## config.mk

```make
export PLATFORM = sky130hd
export DESIGN_NAME = deadline_timer_table
export DESIGN_NICKNAME = d
export VERILOG_FILES = /design/src/rtl/dtt_pkg.sv /design/src/rtl/dtt_scan.sv /design/src/rtl/deadline_timer_table.sv
export VERILOG_INCLUDE_DIRS = /design/src /design/src/rtl
export SDC_FILE = /design/constraint.sdc
export NUM_CORES = 2
export LEC_CHECK = 0
export BUFFER_PORTS_ARGS = -buffer_cell sky130_fd_sc_hd__buf_2
export CELL_PAD_IN_SITES_DETAIL_PLACEMENT = 1
export CELL_PAD_IN_SITES_GLOBAL_PLACEMENT = 1
export CORE_ASPECT_RATIO = 1.1
export CORE_MARGIN = 8
export CORE_UTILIZATION = 40
export CTS_BUF_LIST = sky130_fd_sc_hd__clkbuf_8
export DETAILED_ROUTE_END_ITERATION = 6
export PLACE_DENSITY = 0.68
export SYNTH_ARGS = -nofsm -noshare
export SYNTH_HDL_FRONTEND = slang
export SYNTH_SLANG_ARGS = --single-unit
```

## constraint.sdc

```tcl
create_clock -name clock -period 21.5 [get_ports clock]
set_clock_uncertainty 0.15 [all_clocks]
set_input_delay 4.3 -clock clock [delete_from_list [all_inputs] [get_ports clock]]
set_output_delay 4.3 -clock clock [all_outputs]
set_load 0.005 [all_outputs]
```

## src/rtl/assert_macros.svh

```systemverilog
// ---------------------------------------------------------------------------
// assert_macros.svh
// Assertion helpers for the timer table RTL.
// ---------------------------------------------------------------------------
`ifndef ASSERT_MACROS_SVH
`define ASSERT_MACROS_SVH

// Check a property on every clock edge outside reset.
`define ASSERT_CLK(label, clk, rst, prop, msg) \
   label: assert property (@(posedge clk) disable iff (rst) (prop)) else $error(msg);

// Check that one condition implies another in the next cycle.
`define ASSERT_NEXT(label, clk, rst, cond, res, msg) \
   label: assert property (@(posedge clk) disable iff (rst) (cond) |=> (res)) else $error(msg);

`endif

```

## src/rtl/dtt_pkg.sv

```systemverilog
// ---------------------------------------------------------------------------
// dtt_pkg
// Types, constants and codes shared by the timer table modules.
// ---------------------------------------------------------------------------
package dtt_pkg;

   localparam int SLOTS       = 16;
   localparam int SLOT_BITS   = $clog2(SLOTS);
   localparam int PERIOD_BITS = 32;
   localparam int TIME_BITS   = 48;
   localparam logic [TIME_BITS-1:0] TMAX = '1;
   localparam int MAX_RESULTS = 16;
   localparam int CNT_BITS    = $clog2(MAX_RESULTS + 1);

   typedef enum logic [2:0] {
      OP_ADD     = 3'd0,
      OP_CANCEL  = 3'd1,
      OP_RESET   = 3'd2,
      OP_REFRESH = 3'd3,
      OP_QUERY   = 3'd4,
      OP_COLLECT = 3'd5,
      OP_RSVD6   = 3'd6,
      OP_RSVD7   = 3'd7
   } op_type;

   typedef enum logic [1:0] {
      ST_OK      = 2'd0,
      ST_UNARMED = 2'd1,
      ST_EXPIRED = 2'd2,
      ST_NONE    = 2'd3
   } status_type;

   typedef struct packed {
      logic [2:0]  operation;
      logic [3:0]  slot;
      logic [31:0] period_ms;
      logic        repeat_flag;
      logic        start_at_now;
      logic [47:0] now_ms;
   } req_type;

   typedef struct packed {
      logic [1:0]  status;
      logic [3:0]  slot_out;
      logic [47:0] wait_ms;
      logic        front_changed;
      logic        any_pending;
      logic        last;
   } rsp_type;

   typedef enum logic [2:0] {
      S_IDLE,
      S_EXEC,
      S_SCAN,
      S_EMIT,
      S_RESP
   } state_type;

   // control from the sequencer to the scan unit
   typedef struct packed {
      logic                 start;
      logic                 expired_only;
   } scan_ctl_type;

   // result of one scan pass
   typedef struct packed {
      logic                 done;
      logic                 found;
      logic [SLOT_BITS-1:0] best;
   } scan_res_type;

   function automatic logic [TIME_BITS-1:0] sat_add(input logic [TIME_BITS-1:0] a,
                                                    input logic [PERIOD_BITS-1:0] b);
      logic [TIME_BITS:0] s;
      s = {1'b0, a} + {{(TIME_BITS + 1 - PERIOD_BITS){1'b0}}, b};
      return s[TIME_BITS] ? TMAX : s[TIME_BITS-1:0];
   endfunction

endpackage

```

## src/rtl/dtt_scan.sv

```systemverilog
// ---------------------------------------------------------------------------
// dtt_scan
// Walk all slots one per cycle and keep the earliest eligible deadline (only due slots in expired-only mode).
// ---------------------------------------------------------------------------
module dtt_scan import dtt_pkg::*; (
   input  logic                          clock,
   input  logic                          reset,
   input  scan_ctl_type                  ctl,
   input  logic [SLOTS-1:0]              eligible,
   input  logic [TIME_BITS-1:0]          now_ms,
   output logic [SLOT_BITS-1:0]          rd_idx,
   input  logic [TIME_BITS-1:0]          rd_deadline,
   output scan_res_type                  res
);

   logic                 busy_ff, busy_in;
   logic [SLOT_BITS-1:0] idx_ff, idx_in;
   logic                 found_ff, found_in;
   logic [SLOT_BITS-1:0] best_ff, best_in;
   logic [TIME_BITS-1:0] best_dl_ff, best_dl_in;
   logic                 exp_ff, exp_in;
   logic                 done_ff, done_in;
   logic                 take;

   assign rd_idx = idx_ff;

   always_comb begin
      busy_in    = busy_ff;
      idx_in     = idx_ff;
      found_in   = found_ff;
      best_in    = best_ff;
      best_dl_in = best_dl_ff;
      exp_in     = exp_ff;
      done_in    = 1'b0;
      // strict less keeps the lower slot on ties
      take = eligible[idx_ff] && (!exp_ff || rd_deadline <= now_ms)
             && (!found_ff || rd_deadline < best_dl_ff);
      if (ctl.start) begin
         busy_in  = 1'b1;
         idx_in   = '0;
         found_in = 1'b0;
         exp_in   = ctl.expired_only;
      end else if (busy_ff) begin
         if (take) begin
            found_in   = 1'b1;
            best_in    = idx_ff;
            best_dl_in = rd_deadline;
         end
         if (idx_ff == SLOT_BITS'(SLOTS - 1)) begin
            busy_in = 1'b0;
            done_in = 1'b1;
         end else begin
            idx_in = idx_ff + 1'b1;
         end
      end
   end

   always_ff @(posedge clock) begin
      if (reset) begin
         busy_ff  <= 1'b0;
         done_ff  <= 1'b0;
         found_ff <= 1'b0;
         idx_ff   <= '0;
      end else begin
         busy_ff  <= busy_in;
         done_ff  <= done_in;
         found_ff <= found_in;
         idx_ff   <= idx_in;
      end
      best_ff    <= best_in;
      best_dl_ff <= best_dl_in;
      exp_ff     <= exp_in;
   end

   assign res.done  = done_ff;
   assign res.found = found_ff;
   assign res.best  = best_ff;

endmodule

```

## src/rtl/deadline_timer_table.sv

```systemverilog
// ---------------------------------------------------------------------------
// deadline_timer_table
// Table of timer slots with add, cancel, reset, refresh, query and collect.
// ---------------------------------------------------------------------------
// Add/cancel/reset/refresh/query run one serial scan over the slot table for the
//   earliest deadline before the response; a bad slot or unknown op skips it.
// Collect: (k + 1) scans for k expired slots, or k scans when k reaches MAX_RESULTS.
// Requests: one item at a time; req_stall holds a new item off until idle.
// Reset: synchronous, clears all armed bits and the sequencer; slot data
//   holds whatever it had.
module deadline_timer_table import dtt_pkg::*; (
   input  logic    clock,
   input  logic    reset,
   input  logic    req_valid,
   output logic    req_stall,
   input  req_type req_data,
   output logic    rsp_valid,
   input  logic    rsp_stall,
   output rsp_type rsp_data
);

`include "assert_macros.svh"

   // slot state
   logic [SLOTS-1:0]       armed_ff, armed_in;
   logic [TIME_BITS-1:0]   deadline_ff [SLOTS];
   logic [PERIOD_BITS-1:0] interval_ff [SLOTS];
   logic [SLOTS-1:0]       recurring_ff;

   state_type state_ff, state_in;
   req_type   req_ff;
   rsp_type   rsp_ff, rsp_in;
   logic      rsp_valid_ff, rsp_valid_in;

   logic [SLOTS-1:0]     taken_ff, taken_in;
   logic [CNT_BITS-1:0]  cnt_ff, cnt_in;
   logic                 pend_ff, pend_in;   // a found slot waits to be emitted
   logic [SLOT_BITS-1:0] pend_slot_ff, pend_slot_in;
   logic                 wrote_ff, wrote_in;
   logic [1:0]           st_ff, st_in;
   logic                 keep_ff, keep_in;   // some slot stays armed after collect

   scan_ctl_type         scan_ctl;
   scan_res_type         scan_res;
   logic [SLOT_BITS-1:0] scan_idx;
   logic [SLOTS-1:0]     eligible;

   logic                 in_acc, out_acc;
   logic [SLOT_BITS-1:0] si;
   logic                 slot_ok;
   logic [TIME_BITS-1:0] old_start;
   logic [PERIOD_BITS-1:0] per;

   assign in_acc  = req_valid && !req_stall;
   assign out_acc = rsp_valid_ff && !rsp_stall;
   assign req_stall = (state_ff != S_IDLE);
   assign rsp_valid = rsp_valid_ff;
   assign rsp_data  = rsp_ff;

   assign si      = req_ff.slot[SLOT_BITS-1:0];
   assign slot_ok = ({1'b0, req_ff.slot} < 5'(SLOTS));
   assign per     = req_ff.period_ms[PERIOD_BITS-1:0];
   assign old_start = (deadline_ff[si] >= TIME_BITS'(interval_ff[si]))
                      ? deadline_ff[si] - TIME_BITS'(interval_ff[si]) : '0;

   assign eligible = armed_ff & ~taken_ff;

   dtt_scan u_scan (
      .clock       (clock),
      .reset       (reset),
      .ctl         (scan_ctl),
      .eligible    (eligible),
      .now_ms      (req_ff.now_ms),
      .rd_idx      (scan_idx),
      .rd_deadline (deadline_ff[scan_idx]),
      .res         (scan_res)
   );

   // next state
   always_comb begin
      state_in = state_ff;
      unique case (state_ff)
         S_IDLE: if (in_acc) state_in = S_EXEC;
         S_EXEC: begin
            if (req_ff.operation > OP_COLLECT || (req_ff.operation <= OP_REFRESH && !slot_ok))
               state_in = S_RESP;
            else
               state_in = S_SCAN;
         end
         S_SCAN: if (scan_res.done) state_in = S_EMIT;
         S_EMIT: begin
            // collect loops back to scan until no expired slot remains or the result limit is reached
            if (req_ff.operation == OP_COLLECT && scan_res.found
                && cnt_ff < CNT_BITS'(MAX_RESULTS - 1))
               state_in = (!rsp_valid_ff || out_acc) ? S_SCAN : S_EMIT;
            else
               state_in = (!rsp_valid_ff || out_acc) ? S_RESP : S_EMIT;
         end
         S_RESP: if (!rsp_valid_ff || out_acc) state_in = S_IDLE;
         default: state_in = S_IDLE;
      endcase
   end

   // datapath and outputs
   always_comb begin
      armed_in     = armed_ff;
      rsp_in       = rsp_ff;
      rsp_valid_in = rsp_valid_ff && !out_acc;
      taken_in     = taken_ff;
      cnt_in       = cnt_ff;
      pend_in      = pend_ff;
      pend_slot_in = pend_slot_ff;
      wrote_in     = wrote_ff;
      st_in        = st_ff;
      keep_in      = keep_ff;
      scan_ctl     = '0;
      unique case (state_ff)
         S_IDLE: begin
            taken_in = '0;
            cnt_in   = '0;
            pend_in  = 1'b0;
            wrote_in = 1'b0;
            keep_in  = 1'b0;
            st_in    = ST_OK;
         end
         S_EXEC: begin
            scan_ctl.start        = 1'b1;
            scan_ctl.expired_only = (req_ff.operation == OP_COLLECT);
            if (req_ff.operation <= OP_REFRESH && slot_ok) begin
               unique case (op_type'(req_ff.operation))
                  OP_ADD: begin
                     armed_in[si] = 1'b1;
                     wrote_in     = 1'b1;
                  end
                  OP_CANCEL: begin
                     if (armed_ff[si]) armed_in[si] = 1'b0;
                     else st_in = ST_UNARMED;
                  end
                  OP_RESET: begin
                     if (!armed_ff[si]) st_in = ST_UNARMED;
                     else wrote_in = 1'b1;
                  end
                  default: begin
                     armed_in[si] = recurring_ff[si];
                     wrote_in     = recurring_ff[si];
                  end
               endcase
            end
         end
         S_SCAN: begin
            // a slot survives collect if it is recurring or not yet due
            keep_in = keep_ff | (armed_ff[scan_idx] && (recurring_ff[scan_idx]
                      || deadline_ff[scan_idx] > req_ff.now_ms));
         end
         S_EMIT: begin
            if (!rsp_valid_ff || out_acc) begin
               if (req_ff.operation == OP_COLLECT && scan_res.found) begin
                  // another expired slot follows, so the held one is not last
                  if (pend_ff) begin
                     rsp_in = '0;
                     rsp_in.status   = ST_EXPIRED;
                     rsp_in.slot_out = 4'(pend_slot_ff);
                     rsp_in.last     = 1'b0;
                     rsp_valid_in    = 1'b1;
                     rsp_in.any_pending = keep_ff;
                  end
                  pend_in      = 1'b1;
                  pend_slot_in = scan_res.best;
                  taken_in[scan_res.best] = 1'b1;
                  cnt_in = cnt_ff + 1'b1;
                  if (cnt_ff < CNT_BITS'(MAX_RESULTS - 1)) begin
                     scan_ctl.start        = 1'b1;
                     scan_ctl.expired_only = 1'b1;
                  end
               end
            end
         end
         S_RESP: begin
            if (!rsp_valid_ff || out_acc) begin
               rsp_in = '0;
               rsp_in.last = 1'b1;
               rsp_valid_in = 1'b1;
               if (req_ff.operation <= OP_REFRESH) begin
                  rsp_in.slot_out = req_ff.slot;
                  rsp_in.status   = slot_ok ? st_ff : ST_UNARMED;
                  rsp_in.front_changed = slot_ok && wrote_ff && scan_res.found
                                         && scan_res.best == si;
               end else if (req_ff.operation == OP_QUERY) begin
                  if (!scan_res.found) begin
                     rsp_in.wait_ms = TMAX;
                  end else begin
                     rsp_in.slot_out = 4'(scan_res.best);
                     rsp_in.wait_ms  = (req_ff.now_ms >= deadline_ff[scan_res.best]) ? '0
                                       : deadline_ff[scan_res.best] - req_ff.now_ms;
                  end
               end else if (req_ff.operation == OP_COLLECT) begin
                  if (pend_ff) begin
                     rsp_in.status   = ST_EXPIRED;
                     rsp_in.slot_out = 4'(pend_slot_ff);
                  end else begin
                     rsp_in.status = ST_NONE;
                  end
               end
               // collect frees non-recurring picked slots now
               if (req_ff.operation == OP_COLLECT) begin
                  armed_in = armed_ff & ~(taken_ff & ~recurring_ff);
                  rsp_in.any_pending = |armed_in;
               end else begin
                  rsp_in.any_pending = |armed_ff;
               end
            end
         end
         default: ;
      endcase
   end

   // slot payload writes
   always_ff @(posedge clock) begin
      if (state_ff == S_EXEC && req_ff.operation <= OP_REFRESH && slot_ok) begin
         unique case (op_type'(req_ff.operation))
            OP_ADD: begin
               interval_ff[si]  <= per;
               recurring_ff[si] <= req_ff.repeat_flag;
               deadline_ff[si]  <= sat_add(req_ff.now_ms, per);
            end
            OP_RESET: begin
               if (armed_ff[si]) begin
                  interval_ff[si] <= per;
                  deadline_ff[si] <= sat_add(req_ff.start_at_now ? req_ff.now_ms : old_start,
                                             per);
               end
            end
            OP_REFRESH: begin
               if (recurring_ff[si])
                  deadline_ff[si] <= sat_add(req_ff.now_ms, interval_ff[si]);
            end
            default: ;
         endcase
      end
      // re-arm a recurring expired slot as it is picked; taken slots drop out of
      // later scans, so the new deadline cannot disturb the order
      if (state_ff == S_EMIT && req_ff.operation == OP_COLLECT && (!rsp_valid_ff || out_acc)
          && scan_res.found && recurring_ff[scan_res.best])
         deadline_ff[scan_res.best] <= sat_add(req_ff.now_ms, interval_ff[scan_res.best]);
   end

   always_ff @(posedge clock) begin
      if (reset) begin
         state_ff     <= S_IDLE;
         armed_ff     <= '0;
         rsp_valid_ff <= 1'b0;
         pend_ff      <= 1'b0;
      end else begin
         state_ff     <= state_in;
         armed_ff     <= armed_in;
         rsp_valid_ff <= rsp_valid_in;
         pend_ff      <= pend_in;
      end
      if (in_acc) req_ff <= req_data;
      rsp_ff       <= rsp_in;
      taken_ff     <= taken_in;
      cnt_ff       <= cnt_in;
      pend_slot_ff <= pend_slot_in;
      wrote_ff     <= wrote_in;
      st_ff        <= st_in;
      keep_ff      <= keep_in;
   end

   `ASSERT_CLK(a_idle_ready, clock, reset, (state_ff == S_IDLE) == !req_stall, "stall mismatch")
   `ASSERT_NEXT(a_accept_exec, clock, reset, in_acc, state_ff == S_EXEC, "no exec after accept")
   `ASSERT_CLK(a_taken_armed, clock, reset, (taken_ff & ~armed_ff) == '0 || state_ff == S_IDLE, "taken slot not armed")

endmodule
```

==> impl_metrics.yaml <==
floorplan:
  die_w_um: 470
  cell_row_count: 183
  fp.dieH_um: 516
  initial_utilization_pct: 40.2
  die_area_mm2: 0.243
  io_pins: 152
  core-area_mm2: 0.226
cells_and_area:
  finish.net_count: 6480
  final_standard_cell_utilization_of_the_core_pct: 44.6
  area_growth_pct: 10.8
  post_route_cells_drive_above_1_share_pct: 29.3
worst_setup_path:
  critical_path_max_stage_delay_ns: 1.02
  crit_top_cell: "sky130_fd_sc_hd__buf_4"
  cpMaxStageDelayCell: "sky130_fd_sc_hd__nand2_1"
  worstPathArrival_ns: 13.72
  critPathKind: "register to register"
  critical_path_peak_fanout: 44
  worstSetupStartpointType: "register"
  crit_required_ns: 21.99
  timing.critical_path.to_type: "register"
route:
  detailedRoute.firstPassIterationCount: 6
  route.final.wire_length_um: 333000
  routed-via-count: 61400
  avgViaCountPerCell: 6.65
  route.detailed.drc: 0
  drt_iter0_markers: 6961
  routedWlPerCell_um: 36.1
  drt.antenna.violating_nets: 0
clock_tree:
  post_cts_buffers: 0
  cts_num_sinks: 1563
  cts-resized-gates: 0
  clk_latency_ns: 1.10
  clk_pin_slew_worst_paths_ns: 0.06
  root_buffer: "sky130_fd_sc_hd__clkbuf_8"
  cts_hold_bufs: 0
  tritoncts.num_buffers: 286
  cts_htree_levels: 5
  cts_tree: "built"
  max-clock-path-buffers: 4
pwr:
  powerDensity_mw_per_mm2: 81.3
  power.share.clock_pct: 33.2
  internal-power_w: 0.00560
  ir_worst_vdd_uv: 67.1
  p_leak_nw: 33.6
  net-switching-power_w: 0.00258
  power.share.switching_pct: 31.5
  share_seq_of_total_power_pct: 43.5
  power.share.combinational_pct: 23.3
logic_synthesis:
  synth_top_flop_cell: "sky130_fd_sc_hd__edfxtp_1"
  synthXorXnorAreaFrac_pct: 2.15
  synth_compound_area_share_pct: 8.18
  netlist_instances: 5849
  synth_top_family_by_area: "multiplexers"
  netlist-cell-type-count: 95
  asyncSetResetFlopFracSynth_pct: 0
  synthesized_area_fraction_occupied_by_and_or_nand_nor_cells_pct: 5.24
  synth_fp_nets: 6253
  synth_seq_area_share_pct: 51.2
  number_of_synthesized_flops_with_an_enable_pin: 1523
  syn_area_mm2: 0.0908
  ys_ff_latch: 1563
  ys.warnings.count: 0
  yosys.area_share.adder_pct: 4.33
  synthesis.area_per_instance_um2: 15.5
  yosys-mux-area-fraction_pct: 26.4
sta:
  min_period_over_period_pct: 61.5
  setup_ws_ns: 8.27
  final-setup-viol-count: 0
  setup_total_negative_slack_ns: 0
  layout_min_cycle_time_ns: 13.23
  setup_repair_after_global_routing_missed_its_margin: "no"
  timing.final.max_slew_violations: 0
  finalHoldViolations: 0
  max_clock_freq_ghz: 0.0756
  timing_worst_slew_pin_value_ns: 1.36
  slew_headroom_pct: 8.91
grt:
  overflow: 0
  grt_start_max_net_pins: 125
  grt_first_pass_wirelength_um: 474000
  track_usage_pct: 26.9
  antenna_found_initial: 9
  first_global_vias: 63500
status:
  status: "completed"
placement:
  dp_worst_setup_slack_ns: 8.34
  detailed_place_hpwl_um: 226000
  gp_routability_congestion: 0.961
  io_buffer_count: 151
hold_path:
  worstHoldPathType: "register to register"
flow_run:
  maxCapViolCount: 0
==> flip-flops by register name, indices dropped and copies added (netlist names), 3 cells and up, named ones only <==
| name | cells |
|---|---|
| interval_ff | 512 |
| state_ff | 3 |
| u_scan.best_dl_ff | 48 |
| u_scan.best_ff | 4 |
| rsp_data | 57 |
| taken_ff | 16 |
| recurring_ff | 16 |
| pend_slot_ff | 4 |
| u_scan.rd_idx | 4 |
| armed_ff | 16 |
| cnt_ff | 5 |
| si | 4 |
| req_ff | 53 |
| deadline_ff | 768 |
| per | 32 |
==> Yosys cell counts (61+ instances only) <==
master,number,share of area [%]
sky130_fd_sc_hd__o21ai_0,199,1.1
sky130_fd_sc_hd__inv_1,198,0.82
sky130_fd_sc_hd__buf_1,77,0.32
sky130_fd_sc_hd__nor2_1,255,1.1
sky130_fd_sc_hd__clkbuf_1,258,1.1
sky130_fd_sc_hd__mux4_2,1049,26
sky130_fd_sc_hd__edfxtp_1,1523,50
sky130_fd_sc_hd__xnor2_1,137,1.3
sky130_fd_sc_hd__nand4_1,63,0.43
sky130_fd_sc_hd__nand3_1,76,0.42
sky130_fd_sc_hd__ha_1,305,4.2
sky130_fd_sc_hd__nand2_1,252,1.0
sky130_fd_sc_hd__a21oi_1,335,1.8
sky130_fd_sc_hd__xor2_1,86,0.83
sky130_fd_sc_hd__a21o_1,149,1.2
sky130_fd_sc_hd__nand2b_1,66,0.45
sky130_fd_sc_hd__nor2b_1,61,0.42
==> final timing paths <==
check / startpoint / end / slack [ns] / cells past startpoint
setup reg to reg: register / deadline_ff[11][44] / 8.27 / 30
setup / recovery: register / deadline_ff[11][44] / 8.27 / 30
hold / removal: u_scan.busy_ff / u_scan.done_ff / 0.36 / 2
hold reg to reg: u_scan.busy_ff / u_scan.done_ff / 0.36 / 2
==> through the flow <==
step / hold slack (ns) / area, um^2 / std cells / power [W]
6_report: 0.359 / 101000 / 9234 / 0.00818
5_1_grt: 0.392 / 101000 / 9232 / 0.00845
4_1_cts: 0.360 / 101000 / 9231 / 0.00820
3_5_place_dp: 0.352 / 95400 / 8748 / 0.00548
3_3_place_gp: 0.351 / 95400 / 8748 / 0.00545
2_1_floorplan: 0.256 / 90800 / 5849 / 0.00480
==> placed cells by master, fill, tap and decap left out, types with 26 or more instances in the layout <==
cell type	n
sky130_fd_sc_hd__edfxtp_1	1523
sky130_fd_sc_hd__mux4_2	1049
sky130_fd_sc_hd__a21oi_1	333
sky130_fd_sc_hd__ha_1	305
sky130_fd_sc_hd__clkbuf_8	296
sky130_fd_sc_hd__inv_1	273
sky130_fd_sc_hd__nand2_1	252
sky130_fd_sc_hd__nor2_1	222
sky130_fd_sc_hd__o21ai_0	197
sky130_fd_sc_hd__buf_2	151
sky130_fd_sc_hd__a21o_1	149
sky130_fd_sc_hd__buf_4	142
sky130_fd_sc_hd__xnor2_1	137
sky130_fd_sc_hd__xor2_1	86
sky130_fd_sc_hd__nand3_1	75
sky130_fd_sc_hd__nand2b_1	66
sky130_fd_sc_hd__nand4_1	63
sky130_fd_sc_hd__nor2b_1	60
sky130_fd_sc_hd__nor3_1	57
sky130_fd_sc_hd__clkinv_1	52
sky130_fd_sc_hd__o22ai_1	52
sky130_fd_sc_hd__a31oi_1	45
sky130_fd_sc_hd__o21a_1	42
sky130_fd_sc_hd__clkinv_2	36
sky130_fd_sc_hd__nor2_4	32
sky130_fd_sc_hd__o21bai_1	27
sky130_fd_sc_hd__dfxtp_1	27
sky130_fd_sc_hd__and3_1	26
==> per-layer routing <==
metal / vias to the layer above / wire (um) / GRT usage, %
met5: - / 0 / 0
met4: 0 / 22000 / 14.9
met3: 901 / 30900 / 6.25
met2: 3323 / 156000 / 43.3
met1: 32400 / 124000 / 33.7
li1: 24800 / - / -
==> cells by family (layout without fill, tap and decap cells) <==
family          after synthesis  after routing
compound gates             1139           1139
xor+xnor                    223            223
fa+ha+maj                   311            311
buf+inv                     565            987
flops                      1563           1563
mux                        1077           1077
other cells                   0              3
simple gates                971            971
==> power by group through the flow <==
stage | Sequential, W | Combinational, W | Clock (W)
after CTS | 0.00356 | 0.00187 | 0.00277
final | 0.00356 | 0.00190 | 0.00272
after floorplan | 0.00356 | 0.00124 | 0
after detailed placement | 0.00362 | 0.00186 | 0
after global routing | 0.00356 | 0.00201 | 0.00288
after global placement | 0.00362 | 0.00183 | 0
==> critical path: cells and delay by family (launching register included) <==
family | cells | cell delay [ns]
buf+inv | 5 | 2.60
fa+ha+maj | 2 | 0.73
mux | 2 | 1.17
simple gates | 7 | 2.87
flops | 1 | 0.94
compound gates | 14 | 4.19
==> area by class of cell <==
type / instances / area (um^2)
diodes: 3 / 7.51
inverters: 202 / 758
repair buffers: 302 / 2000
flip-flops and latches: 1563 / 46600
well taps: 2960 / 3700
fillers: 22300 / 125000
multi-input cells: 3721 / 42400
clock buffers: 296 / 4070
clock inverters: 187 / 1150
Power figures use the tool's default switching activity.
